### src/design/abs_pkg.sv
// Package for the alternating-bit sender: command codes, widths, register map
// and the control/status structs shared by the top level and its timer.
// No dependencies.
`default_nettype none

package abs_pkg;

    localparam int SUM_W   = 13;
    localparam int TIMER_W = 16;
    localparam int BYTE_W  = 8;

    // Register map (register index within the APB window)
    localparam logic REG_TIMEOUT = 1'b0;

    localparam logic [TIMER_W-1:0] TIMEOUT_RESET = 16'd20;

    typedef enum logic [1:0] {
        CMD_MSG  = 2'd0,
        CMD_ACK  = 2'd1,
        CMD_TICK = 2'd2,
        CMD_NONE = 2'd3
    } cmd_t;

    typedef struct packed {
        logic start;
        logic stop;
        logic tick;
    } timer_ctl_t;

    typedef struct packed {
        logic running;
        logic at_last;
    } timer_sts_t;

endpackage : abs_pkg

`default_nettype wire

### src/design/abs_timer.sv
// Retransmission timer for the alternating-bit sender.
// Depends on abs_pkg (timer_ctl_t, timer_sts_t, TIMER_W).
`default_nettype none

module abs_timer
    import abs_pkg::*;
(
    input  wire logic               clk,
    input  wire logic               rst_n,
    input  wire logic [TIMER_W-1:0] timeout,
    input  wire timer_ctl_t         ctl,
    output timer_sts_t              sts
);

    logic               running_reg;
    logic               running_next;
    logic [TIMER_W-1:0] count_reg;
    logic [TIMER_W-1:0] count_next;

    always_comb
    begin
        running_next = running_reg;
        count_next   = count_reg;
        if (ctl.start)
        begin
            // a zero timeout acts as one tick
            count_next   = (timeout == '0) ? TIMER_W'(1) : timeout;
            running_next = 1'b1;
        end
        else if (ctl.stop)
        begin
            count_next   = '0;
            running_next = 1'b0;
        end
        else if (ctl.tick && running_reg && count_reg > TIMER_W'(1))
        begin
            count_next = count_reg - TIMER_W'(1);
        end
    end

    always_ff @(posedge clk or negedge rst_n)
    begin
        if (!rst_n)
        begin
            running_reg <= 1'b0;
            count_reg   <= '0;
        end
        else
        begin
            running_reg <= running_next;
            count_reg   <= count_next;
        end
    end

    assign sts.running = running_reg;
    assign sts.at_last = (count_reg <= TIMER_W'(1));

endmodule : abs_timer

`default_nettype wire

### src/design/alternating_bit_sender.sv
// Alternating-bit protocol sender: message queue, ack checker, resend sequencer.
// Depends on abs_pkg and abs_timer.
// Usage
//   Input channel (in_valid/in_ready): one transaction per command. A message
//   byte is queued into the entry being filled; an ack byte adds to the running
//   ack checksum and, on last_byte, is judged against pkt_seq/pkt_ack/
//   pkt_checksum; a timer tick counts down the retransmission timer.
//   Output channel (out_valid/out_ready): each send of the head entry gives
//   PAYLOAD_BYTES transactions, the final one flagged by out_last.
//   APB port: register 0 (byte address 0) is timeout_ticks, reset value 20.
// Timing
//   A message or ack byte that completes nothing leaves the sender idle. A short message
//   pads the entry with zeros, one byte per cycle, then commits it (ST_COMMIT).
//   A send first fetches the entry checksum (ST_LOAD_SUM), then for each byte
//   reads it (ST_READ) and presents it (ST_PRESENT) until out_ready takes it.
//   in_ready is low while padding, committing or sending.
// Reset: rst_n clears queue pointers, counts, sequence bit, timer and drop flag;
//   the payload and checksum memories are left as they are, since every entry
//   is written in full before it is ever read.
// Stalls: while out_ready is low the current output byte is held; nothing moves.
`default_nettype none

module alternating_bit_sender
    import abs_pkg::*;
#(
    parameter int QUEUE_DEPTH   = 16,
    parameter int PAYLOAD_BYTES = 20
)
(
    input  wire logic              clk,
    input  wire logic              rst_n,
    // input channel
    input  wire logic              in_valid,
    output logic                   in_ready,
    input  wire logic [1:0]        command,
    input  wire logic [7:0]        data_byte,
    input  wire logic              last_byte,
    input  wire logic              pkt_seq,
    input  wire logic              pkt_ack,
    input  wire logic [12:0]       pkt_checksum,
    // output channel
    output logic                   out_valid,
    input  wire logic              out_ready,
    output logic [7:0]             out_byte,
    output logic                   out_seq,
    output logic [12:0]            out_checksum,
    output logic                   out_last,
    output logic                   overflow_seen,
    // configuration
    input  wire logic              psel,
    input  wire logic              penable,
    input  wire logic              pwrite,
    input  wire logic [2:0]        paddr,
    input  wire logic [31:0]       pwdata,
    output logic [31:0]            prdata,
    output logic                   pready
);

    localparam int STORE_DEPTH = QUEUE_DEPTH * PAYLOAD_BYTES;
    localparam int IDX_W  = (QUEUE_DEPTH > 1) ? $clog2(QUEUE_DEPTH) : 1;
    localparam int CNT_W  = $clog2(QUEUE_DEPTH + 1);
    localparam int FILL_W = $clog2(PAYLOAD_BYTES + 1);
    localparam int POS_W  = (PAYLOAD_BYTES > 1) ? $clog2(PAYLOAD_BYTES) : 1;
    localparam int ADDR_W = (STORE_DEPTH > 1) ? $clog2(STORE_DEPTH) : 1;

    typedef enum logic [2:0] {
        ST_IDLE,
        ST_PAD,
        ST_COMMIT,
        ST_LOAD_SUM,
        ST_READ,
        ST_PRESENT
    } state_t;

    // control state
    state_t              state_reg,     state_next;
    logic [IDX_W-1:0]    head_reg,      head_next;
    logic [IDX_W-1:0]    tail_reg,      tail_next;
    logic [ADDR_W-1:0]   head_base_reg, head_base_next;
    logic [ADDR_W-1:0]   tail_base_reg, tail_base_next;
    logic [CNT_W-1:0]    count_reg,     count_next;
    logic [FILL_W-1:0]   fill_reg,      fill_next;
    logic [SUM_W-1:0]    fill_sum_reg,  fill_sum_next;
    logic [SUM_W-1:0]    ack_sum_reg,   ack_sum_next;
    logic                send_bit_reg,  send_bit_next;
    logic                waiting_reg,   waiting_next;
    logic                drop_reg,      drop_next;
    logic                discard_reg,   discard_next;
    logic [POS_W-1:0]    pos_reg,       pos_next;
    logic [SUM_W-1:0]    csum_reg,      csum_next;
    logic [TIMER_W-1:0]  timeout_reg;

    // memories
    logic [BYTE_W-1:0]   pay_mem [STORE_DEPTH];
    logic [SUM_W-1:0]    sum_mem [QUEUE_DEPTH];
    logic [BYTE_W-1:0]   pay_rd_reg;
    logic [SUM_W-1:0]    sum_rd_reg;

    logic                pay_wr_en;
    logic [ADDR_W-1:0]   pay_wr_addr;
    logic [BYTE_W-1:0]   pay_wr_data;
    logic                pay_rd_en;
    logic [ADDR_W-1:0]   pay_rd_addr;
    logic                sum_wr_en;
    logic                sum_rd_en;

    timer_ctl_t          tmr_ctl;
    timer_sts_t          tmr_sts;

    // datapath helpers
    logic                in_fire;
    logic                start_drop;
    logic                disc_eff;
    logic [FILL_W-1:0]   fill_inc;
    logic [SUM_W-1:0]    ack_new;
    logic [SUM_W-1:0]    ack_chk;
    logic                ack_good;
    logic [CNT_W-1:0]    count_after;
    logic                cfg_wr;

    assign in_fire = in_valid && in_ready;

    abs_timer u_timer (
        .clk     (clk),
        .rst_n   (rst_n),
        .timeout (timeout_reg),
        .ctl     (tmr_ctl),
        .sts     (tmr_sts)
    );

    // ---------------------------------------------------------------
    // Configuration port
    // ---------------------------------------------------------------
    assign pready = 1'b1;
    assign cfg_wr = psel && penable && pwrite && pready && (paddr[2] == REG_TIMEOUT);

    always_comb
    begin
        prdata = '0;
        if (paddr[2] == REG_TIMEOUT)
        begin
            prdata = {{(32 - TIMER_W){1'b0}}, timeout_reg};
        end
    end

    always_ff @(posedge clk or negedge rst_n)
    begin
        if (!rst_n)
        begin
            timeout_reg <= TIMEOUT_RESET;
        end
        else if (cfg_wr)
        begin
            timeout_reg <= pwdata[TIMER_W-1:0];
        end
    end

    // ---------------------------------------------------------------
    // Shared arithmetic terms
    // ---------------------------------------------------------------
    // A message is dropped whole when the queue is full at its first byte.
    assign start_drop = (fill_reg == '0) && !discard_reg
                        && (count_reg >= CNT_W'(QUEUE_DEPTH));
    assign disc_eff   = discard_reg || start_drop;
    assign fill_inc   = fill_reg + FILL_W'(1);

    assign ack_new  = ack_sum_reg + SUM_W'(data_byte);
    assign ack_chk  = SUM_W'(pkt_seq) + SUM_W'(pkt_ack) + ack_new;
    assign ack_good = (pkt_ack == send_bit_reg) && (ack_chk == pkt_checksum);

    // ---------------------------------------------------------------
    // Sequencer
    // ---------------------------------------------------------------
    always_comb
    begin
        state_next     = state_reg;
        head_next      = head_reg;
        tail_next      = tail_reg;
        head_base_next = head_base_reg;
        tail_base_next = tail_base_reg;
        count_next     = count_reg;
        fill_next      = fill_reg;
        fill_sum_next  = fill_sum_reg;
        ack_sum_next   = ack_sum_reg;
        send_bit_next  = send_bit_reg;
        waiting_next   = waiting_reg;
        drop_next      = drop_reg;
        discard_next   = discard_reg;
        pos_next       = pos_reg;
        csum_next      = csum_reg;
        count_after    = count_reg;

        pay_wr_en   = 1'b0;
        pay_wr_addr = tail_base_reg + ADDR_W'(fill_reg);
        pay_wr_data = data_byte;
        pay_rd_en   = 1'b0;
        pay_rd_addr = head_base_reg + ADDR_W'(pos_reg);
        sum_wr_en   = 1'b0;
        sum_rd_en   = 1'b0;
        tmr_ctl     = '0;

        in_ready  = (state_reg == ST_IDLE);
        out_valid = (state_reg == ST_PRESENT);

        case (state_reg)
            ST_IDLE:
            begin
                if (in_fire)
                begin
                    case (cmd_t'(command))
                        CMD_MSG:
                        begin
                            if (start_drop)
                            begin
                                drop_next = 1'b1;
                            end
                            if (!disc_eff)
                            begin
                                pay_wr_en     = 1'b1;
                                fill_sum_next = ((fill_reg == '0) ? '0 : fill_sum_reg)
                                                + SUM_W'(data_byte);
                            end
                            if (!last_byte && fill_inc < FILL_W'(PAYLOAD_BYTES))
                            begin
                                fill_next    = fill_inc;
                                discard_next = disc_eff;
                            end
                            else if (disc_eff)
                            begin
                                // end of a dropped message
                                discard_next = 1'b0;
                                fill_next    = '0;
                            end
                            else
                            begin
                                fill_next = fill_inc;
                                state_next = (fill_inc < FILL_W'(PAYLOAD_BYTES))
                                             ? ST_PAD : ST_COMMIT;
                            end
                        end
                        CMD_ACK:
                        begin
                            if (!last_byte)
                            begin
                                ack_sum_next = ack_new;
                            end
                            else
                            begin
                                ack_sum_next = '0;
                                if (ack_good)
                                begin
                                    tmr_ctl.stop  = 1'b1;
                                    waiting_next  = 1'b0;
                                    send_bit_next = !send_bit_reg;
                                    if (count_reg != '0)
                                    begin
                                        head_next = (head_reg == IDX_W'(QUEUE_DEPTH - 1))
                                                    ? '0 : head_reg + IDX_W'(1);
                                        head_base_next = (head_reg == IDX_W'(QUEUE_DEPTH - 1))
                                                    ? '0 : head_base_reg + ADDR_W'(PAYLOAD_BYTES);
                                        count_after = count_reg - CNT_W'(1);
                                        count_next  = count_after;
                                    end
                                end
                                // good ack sends the next entry, bad or stale ack resends
                                if (count_after != '0)
                                begin
                                    state_next = ST_LOAD_SUM;
                                end
                            end
                        end
                        CMD_TICK:
                        begin
                            if (tmr_sts.running)
                            begin
                                if (!tmr_sts.at_last)
                                begin
                                    tmr_ctl.tick = 1'b1;
                                end
                                else
                                begin
                                    tmr_ctl.stop = 1'b1;
                                    if (count_reg != '0)
                                    begin
                                        state_next = ST_LOAD_SUM;
                                    end
                                end
                            end
                        end
                        default:
                        begin
                        end
                    endcase
                end
            end

            ST_PAD:
            begin
                // zero the unused tail of a short entry
                pay_wr_en   = 1'b1;
                pay_wr_data = '0;
                fill_next   = fill_inc;
                if (fill_inc == FILL_W'(PAYLOAD_BYTES))
                begin
                    state_next = ST_COMMIT;
                end
            end

            ST_COMMIT:
            begin
                sum_wr_en      = 1'b1;
                fill_next      = '0;
                tail_next      = (tail_reg == IDX_W'(QUEUE_DEPTH - 1))
                                 ? '0 : tail_reg + IDX_W'(1);
                tail_base_next = (tail_reg == IDX_W'(QUEUE_DEPTH - 1))
                                 ? '0 : tail_base_reg + ADDR_W'(PAYLOAD_BYTES);
                count_next     = count_reg + CNT_W'(1);
                state_next     = waiting_reg ? ST_IDLE : ST_LOAD_SUM;
            end

            ST_LOAD_SUM:
            begin
                sum_rd_en     = 1'b1;
                pos_next      = '0;
                waiting_next  = 1'b1;
                tmr_ctl.start = 1'b1;
                state_next    = ST_READ;
            end

            ST_READ:
            begin
                pay_rd_en  = 1'b1;
                csum_next  = SUM_W'(send_bit_reg) + sum_rd_reg;
                state_next = ST_PRESENT;
            end

            ST_PRESENT:
            begin
                if (out_ready)
                begin
                    if (pos_reg == POS_W'(PAYLOAD_BYTES - 1))
                    begin
                        state_next = ST_IDLE;
                    end
                    else
                    begin
                        pos_next   = pos_reg + POS_W'(1);
                        state_next = ST_READ;
                    end
                end
            end

            default:
            begin
                state_next = ST_IDLE;
            end
        endcase
    end

    always_ff @(posedge clk or negedge rst_n)
    begin
        if (!rst_n)
        begin
            state_reg     <= ST_IDLE;
            head_reg      <= '0;
            tail_reg      <= '0;
            head_base_reg <= '0;
            tail_base_reg <= '0;
            count_reg     <= '0;
            fill_reg      <= '0;
            ack_sum_reg   <= '0;
            send_bit_reg  <= 1'b0;
            waiting_reg   <= 1'b0;
            drop_reg      <= 1'b0;
            discard_reg   <= 1'b0;
            pos_reg       <= '0;
        end
        else
        begin
            state_reg     <= state_next;
            head_reg      <= head_next;
            tail_reg      <= tail_next;
            head_base_reg <= head_base_next;
            tail_base_reg <= tail_base_next;
            count_reg     <= count_next;
            fill_reg      <= fill_next;
            ack_sum_reg   <= ack_sum_next;
            send_bit_reg  <= send_bit_next;
            waiting_reg   <= waiting_next;
            drop_reg      <= drop_next;
            discard_reg   <= discard_next;
            pos_reg       <= pos_next;
        end
    end

    // payload-only registers
    always_ff @(posedge clk)
    begin
        fill_sum_reg <= fill_sum_next;
        csum_reg     <= csum_next;
    end

    // ---------------------------------------------------------------
    // Payload and entry-checksum memories
    // ---------------------------------------------------------------
    always_ff @(posedge clk)
    begin
        if (pay_wr_en)
        begin
            pay_mem[pay_wr_addr] <= pay_wr_data;
        end
        if (pay_rd_en)
        begin
            pay_rd_reg <= pay_mem[pay_rd_addr];
        end
    end

    always_ff @(posedge clk)
    begin
        if (sum_wr_en)
        begin
            sum_mem[tail_reg] <= fill_sum_reg;
        end
        if (sum_rd_en)
        begin
            sum_rd_reg <= sum_mem[head_reg];
        end
    end

    // ---------------------------------------------------------------
    // Output payload: held stable while PRESENT waits on out_ready
    // ---------------------------------------------------------------
    assign out_byte      = pay_rd_reg;
    assign out_seq       = send_bit_reg;
    assign out_checksum  = csum_reg;
    assign out_last      = (pos_reg == POS_W'(PAYLOAD_BYTES - 1));
    assign overflow_seen = drop_reg;

endmodule : alternating_bit_sender

`default_nettype wire

### config.mk
export PLATFORM = sky130hd
export DESIGN_NAME = alternating_bit_sender
export DESIGN_NICKNAME = d
export VERILOG_FILES = /design/src/design/abs_pkg.sv /design/src/design/abs_timer.sv /design/src/design/alternating_bit_sender.sv
export SDC_FILE = /design/constraint.sdc
export NUM_CORES = 2
export LEC_CHECK = 0
export ABC_AREA = 1
export BUFFER_PORTS_ARGS = -buffer_cell sky130_fd_sc_hd__buf_2
export CAP_MARGIN = 20
export CORE_MARGIN = 2
export CORE_UTILIZATION = 55
export CTS_CLUSTER_SIZE = 20
export DETAILED_ROUTE_END_ITERATION = 12
export HOLD_SLACK_MARGIN = 0.15
export PLACE_DENSITY = 0.69
export SLEW_MARGIN = 10
export SYNTH_ARGS = -nofsm -noshare
export SYNTH_HDL_FRONTEND = slang
export SYNTH_SLANG_ARGS = --single-unit
### constraint.sdc
create_clock -name clk -period 12.95 [get_ports clk]
set_clock_uncertainty 0.2 [all_clocks]
set_input_delay 3.885 -clock clk [delete_from_list [all_inputs] [get_ports clk]]
set_output_delay 3.885 -clock clk [all_outputs]
set_load 0.02 [all_outputs]
==> reports/qor.csv <==
stage,metric,value,unit
status,status,"complete, no violations",
clock_tree,# resized after CTS,0,
clock_tree,CTS Buf Count,306,
min_path,Min-Delay Path Class,reg -> reg,
timing,Worst slew margin,20.7,%
place,Final Wtd Congestion,0.912,
layout,final core utilization,60.9,%
timing,final hold slack,0.264,ns
synth,"Seq/Total Area, Yosys",73.4,%
synth,Most used DFF post-synth,edfxtp_1,
place,worst slack at placement,4.28,ns
power,leakage,43.4,nW
clock_tree,CTS tree,built,
power,total power,28.1,mW
clock_tree,clk sink count,2905,
floorplanning,die height,468,um
routing,Iter 0 DRT Violations,10600,
critical_path,Worst path slowest cell,buf_2,
routing,drt pass-1 iters,7,
layout,synthesis-to-finish area growth,10.3,%
clock_tree,hold_buf cts,0,
timing,RSZ-0062 raised after global routing,false,
synth,"EDFF count, synth",2815,
critical_path,crit path launch type,input pin,
place,Post-DP HPWL,171000,um
routing,DRC Markers,0,
timing,final setup vio count,0,
synth,Post-synth ARST share,3.10,%
clock_tree,Worst-Skew Late Latency,0.95,ns
synth,Yosys top cell area share,71.5,%
floorplanning,die area,0.219,mm2
synth,"top cells by area, synth","edfxtp_1, o21ai_0, nor2_1",
layout,largest register by flop count,pay_mem,
layout,share of cells above drive strength 1,7.33,%
job,maxcap violations,0,
global_routing,initial antenna violation count,4,
clock_tree,clock slew at reported path FFs,0.06,ns
global_routing,vias in the first global route,74600,
floorplanning,# IOs,127,
timing,worst-margin pin slew,1.19,ns
floorplanning,core region area,0.214,mm2
global_routing,GRT overflow,0,
timing,setup slack after layout,4.48,ns
timing,Slew Limit Fails,0,
floorplanning,FP Rows,170,
routing,final wirelength,311000,um
global_routing,Total Routing Usage GR,27.9,%
power,pwr dens,215,mW/mm2
clock_tree,Post-CTS Setup Bufs,0,
critical_path,CP most frequent cell,buf_2,
critical_path,"Max FO, Critical Path",17,
critical_path,element type at the critical path end,output pin,
power,VDD IR max,0.000177,V
clock_tree,Longest Clk Path Bufs,4,
global_routing,global-route wire length before repair,463000,um
routing,total number of vias,78200,
timing,Tmin final,8.47,ns
synth,Unique masters post-synth,55,
critical_path,WP data required,8.86,ns
synth,post-synthesis sequential element count,2905,
floorplanning,Initial Util,55.2,%
synth,Syn Area/Cell,12.3,um2
layout,max reg flops,2560,
routing,drt wl/cell,24.8,um
floorplanning,Die X,468,um
synth,"area leader, netlist",edfxtp_1,
layout,Layout fillers,16100,
layout,top flop regs,"pay_mem (2560), sum_mem (208)",
clock_tree,CTS root buffer,clkbuf_16,
clock_tree,H-tree depth,5,
critical_path,Crit path arrival time,4.38,ns
critical_path,"slowest stage delay, CP",0.19,ns
place,Port Buffers,91,
routing,routed vias/inst,6.25,
layout,# nets final,9571,
synth,Netlist Area Pre-Place,0.118,mm2
global_routing,pin count of the biggest net entering global routing,196,
routing,Post-DRT Antenna Nets,0,
synth,Yosys warnings,0,
synth,synthesized instance count,9588,
critical_path,critical path class,in -> out,
timing,maximum clock frequency,118,MHz
timing,period utilisation layout,65.4,%
critical_path,worst path cell trace,buf_2 > nor2_1 > buf_2,
timing,final hold vios,0,
critical_path,reg2reg setup slack,6.93,ns
-- stage by stage --
stage,cell area [um2],setup TNS (ns),cells
3_5_place_dp,121000,0,12000
4_1_cts,130000,0,12500
3_3_place_gp,121000,0,12000
2_1_floorplan,118000,-356.33,9603
6_report,130000,0,12500
5_1_grt,130000,0,12500
-- logic make-up after synthesis --
kind of cell | synth area share [%]
multiplexers | 0.187
other | 0.00635
AO/OA/AOI/OAI | 12.0
AND/OR/NAND/NOR | 10.5
XOR/XNOR | 0.441
adder cells (fa/ha/maj) | 0.527
flip-flops | 73.4
buffers and inverters | 2.90
-- where the power goes --
part | switching, mW | leakage (nW) | total [mW] | internal, mW
Sequential | 0.179 | 26.7 | 11.6 | 11.4
Combinational | 6.21 | 12.2 | 8.14 | 1.93
Clock | 3.50 | 4.56 | 8.33 | 4.82
Total | 9.89 | 43.4 | 28.1 | 18.2
-- layout make-up --
cell class	instances	area, um2	area share [%]
Clock buffer	374	8140	6.24
Sequential cell	2905	86800	66.6
Multi-Input combinational cell	5809	28200	21.7
Clock inverter	154	1210	0.930
Inverter	209	810	0.621
Antenna cell	8	20.0	0.0153
Tap cell	2838	3550	2.72
Timing Repair Buffer	224	1660	1.27
-- final timing paths --
path / depth (start not counted) / end / from
min in group asynchronous: 1 / count_reg[1] / rst_n
worst max-delay path: 3 / prdata[4] / paddr[2]
max in group asynchronous: 2 / u_timer.count_reg[15] / rst_n
worst max register to register: 13 / out_byte[5] / pos_reg[0]
worst min register to register: 1 / overflow_seen / discard_reg
worst min-delay path: 1 / overflow_seen / discard_reg
-- per-layer routing --
metal,wire length [um],up-vias,track usage (%)
li1,-,34900,-
met1,123000,38500,38.6
met2,144000,4169,43.4
met3,29500,730,5.33
met4,14300,0,12.5
met5,0,-,0
-- cell usage in the layout, fill, tap and decap left out, types with 13 or more instances in the layout --
master | netlist | routed
a32o_1 | 13 | 13
mux2i_1 | 21 | 21
nand3_1 | 330 | 330
o21ai_0 | 1606 | 1606
nor2_1 | 2103 | 2089
clkinv_1 | 2 | 77
ha_1 | 45 | 44
nand4_1 | 16 | 16
buf_2 | 12 | 90
xor2_1 | 36 | 34
bufinv_16 | 0 | 19
o22ai_1 | 646 | 646
nor3_1 | 32 | 31
clkinv_2 | 0 | 43
nand2_1 | 607 | 590
clkbuf_1 | 619 | 57
edfxtp_1 | 2815 | 2815
nand2_2 | 12 | 28
xnor2_1 | 21 | 21
clkbuf_16 | 0 | 316
conb_1 | 2 | 17
o221ai_1 | 100 | 100
a21oi_1 | 86 | 86
inv_1 | 203 | 197
dfrtp_1 | 88 | 84
o32ai_1 | 49 | 49
buf_12 | 0 | 16
buf_4 | 17 | 117
-- cells in the mapped netlist (10+ instances only) --
master and n:
o21ai_0 1606, mux2i_1 21, o211ai_1 10, buf_1 31, dfrtp_1 88, o22ai_1 646, inv_1 203, o221ai_1 100
nor3_1 32, clkbuf_1 619, a21oi_1 86, nand2_1 607, buf_2 12, ha_1 45, buf_4 17, xor2_1 36
o32ai_1 49, edfxtp_1 2815, nor2_1 2103, xnor2_1 21, nand4_1 16, nand2_2 12, a32o_1 13, nand3_1 330
-- worst max-delay path: cells and delay by family --
family        cells  cell delay, ns
simple gates      1            0.14
buf+inv           2            0.36
Note: power is estimated with default switching activity, not from simulation.
